--- config.mk ---
export PLATFORM = sky130hd
export DESIGN_NAME = sstt_dist
export DESIGN_NICKNAME = d
export VERILOG_FILES = /design/src/hdl/sstt_pkg.sv /design/src/hdl/sstt_dist.sv
export SDC_FILE = /design/constraint.sdc
export NUM_CORES = 1
export LEC_CHECK = 0
export ABC_CLOCK_PERIOD_IN_PS = 6900
export BUFFER_PORTS_ARGS = -buffer_cell sky130_fd_sc_hd__buf_2
export CORE_ASPECT_RATIO = 1.5
export CORE_MARGIN = 2
export CORE_UTILIZATION = 49
export CTS_CLUSTER_DIAMETER = 120
export DETAILED_ROUTE_END_ITERATION = 7
export PLACE_DENSITY = 0.69
export SYNTH_ARGS = -nofsm -noshare
export SYNTH_HDL_FRONTEND = slang
export SYNTH_SLANG_ARGS = --single-unit
--- constraint.sdc ---
create_clock -name clk -period 6.9 [get_ports clk]
set_input_delay 2.07 -clock clk [delete_from_list [all_inputs] [get_ports clk]]
set_output_delay 2.07 -clock clk [all_outputs]
set_load 0.02 [all_outputs]
--- src/hdl/sstt_pkg.sv ---
// ----------------------------------------------------------------------------
// sstt_pkg
// Types and codes shared by the sound source track table modules.
// ----------------------------------------------------------------------------
package sstt_pkg;

  typedef enum logic [2:0] {
    EV_UPDATE = 3'd0,
    EV_MERGE  = 3'd1,
    EV_ADD    = 3'd2,
    EV_DROP   = 3'd3,
    EV_REMOVE = 3'd4
  } event_kind_t;

  localparam logic [1:0] CFG_ANGLE_GATE    = 2'd0;
  localparam logic [1:0] CFG_DISTANCE_GATE = 2'd1;
  localparam logic [1:0] CFG_MAX_AGE       = 2'd2;

  localparam logic [3:0] MAX_REMOVALS = 4'd15;

  typedef struct packed {
    logic        [15:0] ident;
    logic signed [15:0] x;
    logic signed [15:0] y;
    logic signed [15:0] z;
    logic signed [8:0]  angle;
    logic        [31:0] stamp;
  } entry_t;

  typedef struct packed {
    logic done;
    logic hit;
  } dist_res_t;

  typedef enum logic [3:0] {
    S_IDLE,
    S_RD,
    S_CHK,
    S_DIST,
    S_DECIDE,
    S_PUSH,
    S_FLUSH,
    S_AG_INIT,
    S_AG_RD,
    S_AG_CHK,
    S_AG_RANK,
    S_AG_NEXT,
    S_AG_END
  } state_t;

endpackage

--- src/hdl/sstt_dist.sv ---
// ----------------------------------------------------------------------------
// sstt_dist
// Squared-distance gate: sums three squares with one shared multiplier.
// ----------------------------------------------------------------------------
module sstt_dist (
  input  logic                clk,
  input  logic                rst,
  input  logic                start,
  input  logic [15:0]         dx,
  input  logic [15:0]         dy,
  input  logic [15:0]         dz,
  input  logic [31:0]         g2,
  output sstt_pkg::dist_res_t res
);

  logic [2:0]  step;
  logic [15:0] ax, ay, az;
  logic [15:0] op;
  logic [31:0] prod;
  logic [33:0] acc;

  always_ff @(posedge clk) begin
    if (rst) begin
      step <= 3'd0;
    end else if (start) begin
      step <= 3'd1;
    end else if (step != 3'd0) begin
      step <= (step == 3'd5) ? 3'd0 : step + 3'd1;
    end
  end

  always_comb begin
    case (step)
      3'd1:    op = ax;
      3'd2:    op = ay;
      default: op = az;
    endcase
  end

  always_ff @(posedge clk) begin
    if (start) begin
      ax <= dx;
      ay <= dy;
      az <= dz;
    end
    if (step >= 3'd1 && step <= 3'd3) begin
      prod <= 32'(op) * 32'(op);
    end
    if (step == 3'd2) begin
      acc <= 34'(prod);
    end else if (step == 3'd3 || step == 3'd4) begin
      acc <= acc + 34'(prod);
    end
  end

  assign res.done = (step == 3'd5);
  assign res.hit  = (acc < 34'(g2));

endmodule

==> results.ini, run 1 <==
[status]
status = completed

[global_routing]
grt_overflow = 0
grt_max_degree = 61
grt_util_all_layers = 0.238
grt_first_pass_wirelength_mm = 54.9
antenna_found_initial = 0
grt_pass1_vias = 11300

[clock_network]
cts_tree = built
clock_sinks = 116
clk_pin_slew_ns = 0.06
insertion_delay_ns = 0.43
cts_hold_buf = 0
cts_buffers = 17
root_buffer = clkbuf_16
clk_path_buf_depth = 2
htreeDepth = 4

[layout]
antenna_cells = 0
fillers = 2360
fin_nets = 2042
fin_util = 0.603
syn_to_final_growth_pct = 22.0
final_common_cell = inv_1
drive_gt1_frac = 0.231
mostFrequentLayoutCells = inv_1 (259), fa_1 (161), ha_1 (154)
multi_input_comb_area_um2 = 9560
regArea_um2 = 3440

[sta]
finalHoldViolCount = 0
skew_ns = 0.0134
drv_slew = 0
fin_crit_ns = 6.88
setup_viol_count_final = 0
max_clock_freq_mhz = 145
period_share = 0.997
slew_headroom = 0.278
rsz0062_at_grt = true
tightestPinTransition_ns = 1.08

[critical_path]
worst_setup_path_end_kind = flip-flop
path_class = flip-flop to flip-flop
path_max_fanout = 5
crit_top_cell = fa_1
cp_data_arrival_time_ns = 7.06
crit_required_ns = 7.08
critPathMaxStageDelay_ns = 0.54
cp-start-kind = flip-flop
slowest_stage = fa_1

[logic_synthesis]
ys_seq_area_frac = 0.250
syn_avg_cell_area_um2 = 9.69
synth_top_flop_cell = edfxtp_1
ys_async_sr_fraction = 0
syn_inst = 1416
syn_area_um2 = 13700
ys_warn_count = 0
synth.distinct_cells = 66
syn_nets = 1825
synth_edf_count = 111
synth_area_leaders = edfxtp_1 (24%), fa_1 (24%), ha_1 (15%)
synth-seq-cells = 116
synth.largest_area_cell = edfxtp_1
synth_top_area_share = 0.243

[drt]
dr_total_vias = 10700
first_pass_iters = 5
drt-initial-drc-count = 566
finalWirelength_mm = 34.6
vias_per_cell = 5.39
drcViolationCount = 0
antenna_left = 0
routedWlPerCell_um = 17.4

[floorplanning]
io_pins = 85
row_count = 75
die_h_um = 209
coreArea_um2 = 27800
initial_utilization = 0.494
die_area_um2 = 29400
die_w_um = 141

[placed_design]
post-dp-hpwl_mm = 28.2
io_buffers = 84
place_congestion = 0.979

[flow_run]
drv_cap = 0

[hold_path]
hold_class = flip-flop to flip-flop

-- cell families after synthesis --
| family | after synthesis | synth area share |
|---|---|---|
| simple gates | 291 | 0.0908 |
| mux | 5 | 0.00401 |
| fa+ha+maj | 326 | 0.387 |
| buf+inv | 318 | 0.0877 |
| flops | 116 | 0.250 |
| compound gates | 299 | 0.142 |
| xor+xnor | 61 | 0.0389 |
-- registers in the layout, indices dropped and copies added, names as in the netlist --
register  flops
ax           16
ay           16
acc          34
az           16
prod         31
step          3
-- area by class of cell --
| cell class | count | area share |
|---|---|---|
| multi-input cells | 983 | 0.571 |
| inverters | 283 | 0.0648 |
| repair buffers | 232 | 0.100 |
| clock buffers | 18 | 0.0256 |
| well taps | 346 | 0.0259 |
| flip-flops and latches | 116 | 0.206 |
| clock inverters | 14 | 0.00628 |
-- routing by layer --
metal	GRT usage	part of all wire	routed length [um]	vias up
met2	0.449	0.54	18900	266
met4	0.100	0.045	1560	0
met3	0.0261	0.035	1220	94
met5	0	0	0	-
li1	-	-	-	5154
met1	0.269	0.37	13000	5214
-- synthesized netlist by cell type (all sizes together) (3+ instances only) --
cell    count
o211ai      3
o21bai      7
and3        3
fa        163
o22a       16
nand2b      7
xnor2      40
nand4      10
buf         7
nor3       12
nand2     132
inv       277
o31ai       6
dfxtp       5
nand3       8
o21a        6
nor2       97
a21o       58
mux2        4
a31oi       5
a21oi      72
xor2       21
ha        163
nor2b       6
o22ai      35
o21ai      64
clkinv      6
edfxtp    111
a211oi      7
clkbuf     28
and2        3
-- path summary, 6_finish.rpt --
kind / slack [ns] / endpoint / from / cells past startpoint
min reg2reg: 0.53 / acc[33] / acc[33] / 1
max reg2reg: 0.02 / prod[28] / step[1] / 29
min: 0.53 / acc[33] / acc[33] / 1
max: 0.02 / prod[28] / step[1] / 29
-- worst max-delay path, delay by kind of cell (launching register included) --
kind,cells,cell delay [ns]
fa+ha+maj,7,3.17
compound gates,7,1.19
flops,1,0.41
buf+inv,9,0.91
xor+xnor,1,0.12
simple gates,5,0.82
-- through the flow --
stage / area, um^2 / hold WS, ns / cells / setup WS [ns] / setup TNS (ns)
floorplan: 13700 / 0.471 / 1416 / 0.0106 / 0
global placement: 15500 / 0.512 / 1942 / -0.481 / -3.32
detailed placement: 15500 / 0.508 / 1942 / -0.549 / -4.46
CTS: 16100 / 0.523 / 1976 / 0.000567 / 0
global route: 16700 / 0.552 / 1992 / -0.223 / -1.42
finish: 16700 / 0.526 / 1992 / 0.0208 / 0
-- repair_timing --
action	4_1_cts	5_1_grt
endpoints found under the setup margin	13	13
buffers inserted	2	15
pin swaps	9	43
hold endpoints to repair	0	0
cloned	0	3
resized for setup	27	109
Power of run 1 is not shown: default switching activity piles up to over one toggle a cycle in this logic, so the estimate is an artifact.
==> inputs of run 2 (changes only) <==
CORE_UTILIZATION = 55   (was 49)
PLACE_DENSITY = 0.76   (was 0.69)
==> run 2 against run 1 <==
  * Wire length down 3.5%
  * Highest routed layer unchanged
  * Global-route usage is 2.9 points higher
  * Non-clock buffer count is 30 lower
  * Via count grew 0.23%
  * Critical endpoint is now prod[31]
  * The flow now finishes with violations (negative setup slack)
  * Maximum frequency shrank 1.1%
==> results.ini, run 2 (synthesis results as in run 1) <==
[layout]
fin_util = 0.666  ; +0.0633
final_common_cell = inv_1
mostFrequentLayoutCells = inv_1 (270), fa_1 (162), ha_1 (159)
fin_nets = 2011  ; -1.5%
top_regs = acc: 34 flops, prod: 31 flops
drive_gt1_frac = 0.198  ; -0.0332
antenna_cells = 0  ; unchanged
top_register = acc
largest_reg_flops = 34  ; unchanged
syn_to_final_growth_pct = 18.6

[critical_path]
cp-start-kind = flip-flop
worst_setup_path_end_kind = flip-flop
r2r_cells = 28  ; -3.4%
reg2reg_slack_ns = -0.06  ; -0.08 ns
cp_data_arrival_time_ns = 7.14  ; +0.08 ns
rr_endpoint = prod[31]
path_class = flip-flop to flip-flop
path_max_fanout = 17  ; +12
reg2reg_from = step[1]
crit_required_ns = 7.08  ; about the same
slowest_stage = fa_1
critPathMaxStageDelay_ns = 0.54  ; about the same

[drt]
first_pass_iters = 5  ; unchanged
routedWlPerCell_um = 17.2  ; -0.77%
drcViolationCount = 0  ; unchanged
drt-initial-drc-count = 597  ; +5.5%
finalWirelength_mm = 33.4  ; -3.5%
antenna_left = 0  ; unchanged
dr_total_vias = 10800  ; +0.23%
vias_per_cell = 5.55  ; +3.0%

[clock_network]
clk_path_buf_depth = 2  ; unchanged
clk_pin_slew_ns = 0.06  ; about the same
clock_sinks = 116  ; unchanged
insertion_delay_ns = 0.43  ; about the same
htreeDepth = 4  ; unchanged
cts_buffers = 17  ; unchanged
root_buffer = clkbuf_16
cts_tree = built

[global_routing]
grt_first_pass_wirelength_mm = 54.5  ; -0.65%
grt_util_all_layers = 0.267  ; +0.0292
grt_pass1_vias = 11500  ; +1.5%
grt_max_degree = 61  ; unchanged
grt_overflow = 0  ; unchanged
antenna_found_initial = 0  ; unchanged

[floorplanning]
row_count = 70  ; -6.7%
die_area_um2 = 26200  ; -11%
io_pins = 85  ; unchanged
coreArea_um2 = 24400  ; -12%
die_w_um = 133  ; -5.5%
initial_utilization = 0.561  ; +0.0675
die_h_um = 197  ; -5.5%

[hold_path]
worstHoldPathCells = 1  ; unchanged
worstHoldStart = acc[33]
hold_class = flip-flop to flip-flop
holdPathEnd = acc[33]

[sta]
tightestPinTransition_ns = 1.10  ; +0.0163 ns
period_share = 1.01  ; +0.0112
fin_crit_ns = 6.96  ; +0.0774 ns
rsz0062_at_grt = true
finalHoldViolCount = 0  ; unchanged
max_clock_freq_mhz = 144  ; -1.1%
slew_headroom = 0.267  ; -0.0108
skew_ns = 0.00975  ; -0.00369 ns
layout_setup_ws_ns = -0.0566  ; -0.0774 ns
drv_slew = 0  ; unchanged
setup_viol_count_final = 5  ; +5

[flow_run]
drv_cap = 0  ; unchanged

[placed_design]
post-dp-hpwl_mm = 27.2  ; -3.6%
place_congestion = 0.939  ; -4.1%
io_buffers = 84  ; unchanged

[status]
violations = negative setup slack
status = finished, violations left

## run 2: critical path, delay by kind of cell (launching register included)
kind            cells  cell delay (ns)
simple gates        5             0.72
flops               1             0.42
compound gates      7             1.48
fa+ha+maj           7             3.30
buf+inv             9             0.78
## run 2: through the flow
step | cell area (um^2) | instances | setup WS (ns) | hold WS (ns) | TNS, ns
after global routing | 16300 | 1938 | -0.297 | 0.532 | -2.08
after detailed placement | 15300 | 1894 | -0.445 | 0.511 | -3.99
after CTS | 16100 | 1935 | -0.0202 | 0.524 | -0.0202
final | 16300 | 1938 | -0.0566 | 0.525 | -0.175
after global placement | 15300 | 1894 | -0.345 | 0.503 | -2.15
after floorplan | 13700 | 1416 | 0.0106 | 0.471 | 0
## run 2: timing repair
| item | CTS | global route |
|---|---|---|
| gates cloned | 0 | 0 |
| hold buffers | 0 | 0 |
| endpoints found under the setup margin | 14 | 12 |
| gates resized for setup | 47 | 38 |
| pin swaps | 14 | 8 |
| setup buffers | 10 | 3 |
## run 2: cell type report
type | instances | area [um^2]
flip-flops and latches | 116 | 3440
clock buffers | 17 | 425
clock inverters | 14 | 130
inverters | 283 | 1070
fillers | 1905 | 8160
well taps | 324 | 405
repair buffers | 202 | 1400
multi-input cells | 982 | 9400
## run 2: metal layers
metal  global-route usage  vias up  part of all wire  wire length (um)
met3               0.0339      106             0.036              1200
met1                0.289     5269              0.37             12300
met2                0.509      280              0.54             18200
li1                     -     5098                 -                 -
met5                    0        -                 0                 0
met4                0.129        0             0.050              1680
## run 2: worst max-delay path by stage
stage	from	endpoint	slack, ns
6_report	step[1]	prod[31]	-0.06
2_1_floorplan	step[1]	prod[29]	0.01
5_1_grt	step[1]	prod[28]	-0.30
3_3_place_gp	step[2]	prod[28]	-0.35
4_1_cts	step[1]	prod[29]	-0.02
3_5_place_dp	step[2]	prod[29]	-0.45
Power of run 2 is left out for the same reason.
==> inputs of run 3 (changes only) <==
PLACE_DENSITY = 0.73   (was 0.76)
==> run 3 against run 2 <==
  * The run now ends clean
  * Final cell count up 1.1%
  * Sequential cell count unchanged
  * Non-clock buffer count grew 21
  * Count of clock-buffer cells in the layout is the same
  * Wire length up 2.5%
  * First-iteration DRC count is 11% lower
  * Die area stayed put
==> results.ini, run 3 (synthesis results as in run 1) <==
[critical_path]
crit_required_ns = 7.08  ; about the same
cp_data_arrival_time_ns = 7.06  ; -0.08 ns
cpLargestDelayFamily = adder cells
r2r_cells = 27  ; -3.6%
slowest_stage = fa_1
cp-startpoint = step[1]
cp-start-kind = flip-flop
critPathMaxStageDelay_ns = 0.55  ; about the same
path_class = flip-flop to flip-flop
reg2reg_from = step[1]
worst_setup_path_end_kind = flip-flop
crit_top_cell = fa_1
worst-path-stages = 27  ; -3.6%
critPathBufInv = 9  ; unchanged
path_max_fanout = 8  ; -9

[clock_network]
root_buffer = clkbuf_16
cts_tree = built
htreeDepth = 4  ; unchanged
insertion_delay_ns = 0.43  ; about the same
cts_buffers = 17  ; unchanged
cts_hold_buf = 0  ; unchanged
clk_pin_slew_ns = 0.06  ; about the same
clk_path_buf_depth = 2  ; unchanged
clock_sinks = 116  ; unchanged

[sta]
layout_setup_ws_ns = 0.0222  ; +0.0788 ns
period_share = 0.997  ; -0.0114
fin_crit_ns = 6.88  ; -0.0788 ns
drv_slew = 0  ; unchanged
tightestPinTransition_ns = 1.09  ; -0.0116 ns
finalHoldViolCount = 0  ; unchanged
slew_headroom = 0.275  ; +0.00773
skew_ns = 0.0105  ; +0.000784 ns
rsz0062_at_grt = true
setup_viol_count_final = 0  ; -5
max_clock_freq_mhz = 145  ; +1.1%

[hold_path]
worstHoldPathCells = 1  ; unchanged
hold_class = flip-flop to flip-flop
worstHoldStart = acc[33]

[layout]
drive_gt1_frac = 0.234  ; +0.0358
syn_to_final_growth_pct = 22.0
top_register = acc
final_common_cell = inv_1
fin_nets = 2032  ; +1.0%
fillers = 1839  ; -3.5%
antenna_cells = 0  ; unchanged
regArea_um2 = 3440  ; about the same
largest_reg_flops = 34  ; unchanged
top_regs = acc: 34 flops, prod: 31 flops
mostFrequentLayoutCells = inv_1 (255), fa_1 (158), ha_1 (152)
multi_input_comb_area_um2 = 9590  ; +1.9%

[global_routing]
grt_util_all_layers = 0.267  ; +0.000469
grt_overflow = 0  ; unchanged
antenna_found_initial = 0  ; unchanged
grt_first_pass_wirelength_mm = 54.5  ; about the same
grt_pass1_vias = 11300  ; -1.1%
grt_max_degree = 61  ; unchanged

[drt]
drcViolationCount = 0  ; unchanged
vias_per_cell = 5.51  ; -0.66%
dr_total_vias = 10800  ; +0.46%
drt-initial-drc-count = 532  ; -11%
finalWirelength_mm = 34.2  ; +2.5%
first_pass_iters = 5  ; unchanged
antenna_left = 0  ; unchanged
routedWlPerCell_um = 17.5  ; +1.3%

[status]
status = completed

[floorplanning]
initial_utilization = 0.561  ; unchanged
die_area_um2 = 26200  ; unchanged
row_count = 70  ; unchanged
die_h_um = 197  ; unchanged
die_w_um = 133  ; unchanged
io_pins = 85  ; unchanged
coreArea_um2 = 24400  ; unchanged

[placed_design]
place_congestion = 0.945  ; +0.63%
io_buffers = 84  ; unchanged
dp_worst_setup_slack_ns = -0.353  ; +0.0927 ns
post-dp-hpwl_mm = 27.7  ; +2.0%

[flow_run]
drv_cap = 0  ; unchanged

run 3: worst reg2reg max path, cell delays in order, from the launching register on:
cell,delay (ns)
dfxtp_4,0.40
buf_8,0.15
o22a_1,0.21
o22ai_1,0.13
a21o_1,0.15
clkinv_2,0.08
buf_4,0.13
buf_6,0.15
nand2_4,0.09
fa_1,0.43
fa_1,0.55
inv_1,0.05
fa_1,0.52
fa_2,0.49
fa_1,0.55
inv_1,0.05
fa_1,0.49
inv_2,0.05
ha_4,0.27
nand4_1,0.18
buf_4,0.21
nor4b_4,0.35
o31ai_4,0.13
a211oi_4,0.31
buf_4,0.16
or3_4,0.11
a31oi_2,0.09
xnor2_1,0.15
run 3: routing by layer:
metal	track usage	routed length, um
met5	0	0
met1	0.291	12800
met3	0.0346	1240
met2	0.507	18400
met4	0.131	1770
run 3: final timing paths:
kind                   end  slack (ns)
setup reg to reg  prod[25]        0.02
hold / removal     acc[33]        0.53
hold reg to reg    acc[33]        0.53
setup / recovery  prod[25]        0.02
run 3: what timing repair did:
item                       CTS  global route
pin swaps                   10            52
gates resized for setup     24           121
cloned                       0             2
setup endpoints to repair   11            15
buffers inserted             3            18
run 3: area by class of cell:
cell class	count	area share
Clock buffer	17	0.0254
Clock inverter	15	0.00950
Inverter	283	0.0643
Multi-Input combinational cell	982	0.573
Sequential cell	116	0.205
Tap cell	324	0.0242
Timing Repair Buffer	223	0.0981
run 3: through the flow:
stage	setup TNS (ns)	hold WS (ns)	instance area [um^2]	std cells	utilization
final	0	0.527	16700	1960	0.685
after global routing	-1.09	0.541	16700	1960	0.685
after CTS	0	0.532	16100	1943	0.658
after detailed placement	-1.99	0.519	15400	1908	0.630
after global placement	-0.635	0.511	15400	1908	0.630
after floorplan	0	0.471	13700	1416	-
Power of run 3 is left out for the same reason.
